## config.mk

```make
export PLATFORM = sky130hd
export DESIGN_NAME = bba_ctrl
export DESIGN_NICKNAME = d
export VERILOG_FILES = /design/src/rtl/bba_pkg.sv /design/src/rtl/bba_ctrl.sv
export SDC_FILE = /design/constraint.sdc
export NUM_CORES = 1
export LEC_CHECK = 0
export BUFFER_PORTS_ARGS = -buffer_cell sky130_fd_sc_hd__buf_2
export CORE_AREA = 2 2 39 41
export CTS_CLUSTER_SIZE = 40
export DETAILED_ROUTE_END_ITERATION = 6
export DIE_AREA = 0 0 41 43
export PLACE_DENSITY = 0.6
export SLEW_MARGIN = 25
export SYNTH_ARGS = -nofsm -noshare
export SYNTH_HDL_FRONTEND = slang
export SYNTH_SLANG_ARGS = --single-unit
```

## constraint.sdc

```tcl
create_clock -name clk -period 3.75 [get_ports clk]
set_input_delay 0.75 -clock clk [delete_from_list [all_inputs] [get_ports clk]]
set_output_delay 0.75 -clock clk [all_outputs]
set_load 0.05 [all_outputs]
```

## src/rtl/bba_pkg.sv

```systemverilog
// Shared types and constants of the buddy block allocator.
// Used by bba_ctrl, bba_dp and the top level; depends on nothing.
package bba_pkg;

  localparam int ENT_W = 6;
  localparam int ORD_W = 4;

  localparam logic [1:0] ST_OK        = 2'd0;
  localparam logic [1:0] ST_TOO_LARGE = 2'd1;
  localparam logic [1:0] ST_NO_SPACE  = 2'd2;
  localparam logic [1:0] ST_BAD_FREE  = 2'd3;

  localparam logic REQ_ALLOC = 1'b0;
  localparam logic REQ_FREE  = 1'b1;

  typedef struct packed {
    logic        req_type;
    logic [15:0] request_bytes;
    logic [15:0] free_offset;
  } bba_req_t;

  typedef struct packed {
    logic [1:0]  status;
    logic [15:0] result_offset;
    logic [3:0]  block_order;
    logic [16:0] threshold_bytes;
  } bba_res_t;

  typedef struct packed {
    logic             head;
    logic             alloc;
    logic [ORD_W-1:0] ord;
  } bba_ent_t;

  typedef enum logic [3:0] {
    S_CLR, S_IDLE, S_DEC, S_SRD, S_SEV, S_ACHK, S_SPLIT, S_AWR,
    S_FRD, S_FEV, S_MW1, S_MRD, S_MEV, S_MW0, S_RESP
  } bba_state_t;

  typedef struct packed {
    bba_state_t op;
    logic       accept;
  } bba_cmd_t;

  typedef struct packed {
    logic clr_last;
    logic dec_fail;
    logic is_free;
    logic scan_end;
    logic found;
    logic split_done;
    logic ent_bad;
    logic at_top;
    logic bud_match;
  } bba_stat_t;

endpackage

```

## src/rtl/bba_ctrl.sv

```systemverilog
// Controller state machine of the buddy block allocator.
// Depends on bba_pkg; drives the datapath through bba_cmd_t.
module bba_ctrl (
  input  logic               clk,
  input  logic               rst_n,
  input  logic               start,
  input  bba_pkg::bba_stat_t stat,
  output bba_pkg::bba_cmd_t  cmd,
  output logic               busy
);
  import bba_pkg::*;

  bba_state_t state_r, state_nxt;

  always_ff @(posedge clk) begin
    if (!rst_n) begin
      state_r <= S_CLR;
    end else begin
      state_r <= state_nxt;
    end
  end

  always_comb begin
    state_nxt = state_r;
    case (state_r)
      S_CLR:   if (stat.clr_last) state_nxt = S_IDLE;
      S_IDLE:  if (start) state_nxt = S_DEC;
      S_DEC: begin
        if (stat.dec_fail) state_nxt = S_RESP;
        else if (stat.is_free) state_nxt = S_FRD;
        else state_nxt = S_SRD;
      end
      S_SRD:   state_nxt = S_SEV;
      S_SEV: begin
        if (!stat.scan_end) state_nxt = S_SRD;
        else if (stat.is_free) state_nxt = S_RESP;
        else state_nxt = S_ACHK;
      end
      S_ACHK:  state_nxt = stat.found ? S_SPLIT : S_RESP;
      S_SPLIT: if (stat.split_done) state_nxt = S_AWR;
      S_AWR:   state_nxt = S_RESP;
      S_FRD:   state_nxt = S_FEV;
      S_FEV:   state_nxt = stat.ent_bad ? S_RESP : S_MW1;
      S_MW1:   state_nxt = stat.at_top ? S_SRD : S_MRD;
      S_MRD:   state_nxt = S_MEV;
      S_MEV:   state_nxt = stat.bud_match ? S_MW0 : S_SRD;
      S_MW0:   state_nxt = S_MW1;
      S_RESP:  state_nxt = S_IDLE;
      default: state_nxt = S_CLR;
    endcase
  end

  always_comb begin
    cmd.op     = state_r;
    cmd.accept = (state_r == S_IDLE) && start;
    busy       = (state_r != S_IDLE);
  end
endmodule

```

==> metrics.csv <==
metric,value,unit
run status,"finished, final reports clean",
Finished Core Util,0.3924,
Hold Crit Class,flip-flop to flip-flop,
Worst-path clk slew,40,ps
Setup CP Type,flip-flop to output port,
asr flop ratio synth,0,
post-synthesis compound-gate area fraction,0.2992,
mux cell area share after synthesis,0,
Final HPWL DP,844.2,um
max-slew headroom at the worst pin,0.5906,
crit-path cells,"or4b_4, nor2_1, buf_2",
Fin. Hold Viols,0,
"antenna viol nets, final",0,
post-CTS resize count,0,
largest net degree at the start of global routing,21,
VDD IR max,223.6,uV
Max-Cap Viols,0,
Main synth FF type,dfxtp_1,
last element of the critical path,cmd[0],
worst-path fanout max,16,
TritonCTS clock tree,yes,
Worst-Margin Slew,613.2,ps
Yosys reg bits,4,
final setup fails,0,
post-synthesis cell type count,35,
Top Registers,state_r (4),
Initial Utilization,0.3264,
ant diodes,0,
fin nets,91,
RSZ-0062 raised after global routing,false,
XOR/XNOR Fraction of Synth Area,0.01939,
clk root buf,clkbuf_4,
layout cells sized above 1,0.2987,
Setup Skew,0.2968,ps
CP Capture Type,output port,
DRC viols,0,
Biggest register,state_r,
slowest CP cell,dfxtp_1,
syn_nets,74,
FP Rows,14,
Leak Pwr,0.2193,nW
DRT iter0 DRCs,5,
TritonCTS buffer count,3,
reg2reg path depth,4,
Die Ht,43,um
Hold Path Stages,2,
synthesized area,451.7,um^2
Tcrit/Tclk final,0.6641,
initial antenna violation count,0,
full die area,0.001763,mm^2
drt pass-1 iters,4,
setup bufs post-CTS,0,
Simple-Gate Fraction of Synth Area,0.3906,
syn avg cell area,7.285,um^2
"slowest stage delay, CP",610,ps
routed wire length,1193,um
Die X,41,um
I/O pin count,18,
worst skew pair latency,240,ps
PwrDens,811.4,mW/mm^2
largest family of logic cells by synthesized area,simple AND/OR/NAND/NOR gates,
GRT overflow,0,
count of pins over their slew limit,0,
"Data arrival, critical path",1740,ps
Synth warnings,0,
first-pass GRT wire length,1766,um
Fin Setup TNS,0,ps
CTS H-tree depth,1,
adder-cell share of the synthesized area,0,
CP Data Required Time,3000,ps
Tmin final,2490,ps
post-DR vias/cell,5.667,
Crit Reg-Reg Endpoint,state_r[0]$_SDFFE_PN0P_,
WL/cell,12.83,um
CTS Sinks,4,
CP startpoint,state_r[0]$_SDFFE_PN0P_,
Post-synth EDFFs,0,
R2R Setup Slk,2070,ps
register area share after synthesis,0.1773,
hold buffer count at CTS,0,
Post-Syn Instances,62,
total track usage,0.1502,
worst reg2reg path startpoint,state_r[1]$_SDFFE_PN0P_,
area grow syn2layout,20.22,%
FMAX,401.6,MHz
CORE AREA,0.001384,mm^2
clock tree buffer depth,2,
max FFs per register,4,
Fill cells,163,
total number of vias,527,
port bufs,17,
vias in the first global route,438,
crit path launch type,flip-flop,
placer congestion estimate,0.8307,
## cells in the final DEF (no fill, tap or decap), drive strengths merged, types with 2 or more instances in the layout
master / netlist / layout
a21oi: 4 / 4
buf: 5 / 17
clkbuf: 0 / 3
dfxtp: 4 / 4
inv: 4 / 4
nand2: 6 / 6
nand2b: 3 / 3
nand3: 2 / 2
nand4: 3 / 3
nor2: 3 / 3
nor3: 2 / 2
o21ai: 5 / 5
## routing by layer
layer,routed length [um],share of wire,track usage
met1,576,0.48,0.1879
met2,528,0.44,0.2063
met3,53,0.044,0.03665
met4,33,0.028,0.1200
met5,0,0,0
## area by class of cell
type	count	area, um^2	share of cell area
multi-input combinational	49	320.3	0.5899
clock buffer	3	22.52	0.04147
tap	16	20.02	0.03687
sequential	4	80.08	0.1475
timing repair buffer	17	85.08	0.1567
inverter	4	15.01	0.02765
## synthesized netlist by cell type (all sizes together), types with 2 or more instances
cell type  number  area [um^2]
nand2b          3        18.77
nand3           2        10.01
nor3            2        10.01
a21oi           4        20.02
inv             4        15.01
nor2            3        11.26
o21ai           5        25.02
buf             5        36.28
dfxtp           4        80.08
nand4           3        18.77
nand2           6        22.52
## through the flow
stage                     area (um^2)  hold WS (ps)  std cells   power, W  setup WS [ps]
after floorplan                 451.7         871.2         62  0.0003406          976.4
after global placement          520.5         705.7         90  0.0003824           1537
after detailed placement        520.5         713.3         90  0.0003821           1501
after CTS                       543.0         725.6         93  0.0004401           1242
after global routing            543.0         763.1         93  0.0004763           1151
final                           543.0         724.8         93  0.0004406           1260
## cell families (layout without fill, tap and decap cells)
| kind of cell | Yosys count | count (layout) |
|---|---|---|
| XOR/XNOR | 1 | 1 |
| flip-flops | 4 | 4 |
| AO/OA/AOI/OAI | 19 | 19 |
| AND/OR/NAND/NOR | 29 | 29 |
| buffers and inverters | 9 | 24 |
## report_power, final
part / internal (W) / leakage [nW] / switching, W
combinational: 0.0000939 / 0.173 / 0.000167
sequential: 0.0000585 / 0.0328 / 0.0000657
clock: 0.0000359 / 0.0138 / 0.0000196
total: 0.000188 / 0.219 / 0.000252
## worst min path at each step
stage | startpoint | to | slack (ps)
after floorplan | start | state_r[0]$_SDFFE_PN0P_ | 870
after global placement | state_r[0]$_SDFFE_PN0P_ | state_r[2]$_SDFFE_PN0P_ | 710
after detailed placement | state_r[0]$_SDFFE_PN0P_ | state_r[2]$_SDFFE_PN0P_ | 710
after CTS | state_r[0]$_SDFFE_PN0P_ | state_r[2]$_SDFFE_PN0P_ | 730
after global routing | start | state_r[0]$_SDFFE_PN0P_ | 760
final | state_r[0]$_SDFFE_PN0P_ | state_r[2]$_SDFFE_PN0P_ | 720
## worst max-delay path: cells and delay by family (launching register included)
family | cells | cell delay (ps)
DFF | 1 | 610
and+or+nand+nor | 2 | 630
buffers and inverters | 1 | 260
No activity file was read; power rests on OpenSTA's default activity.
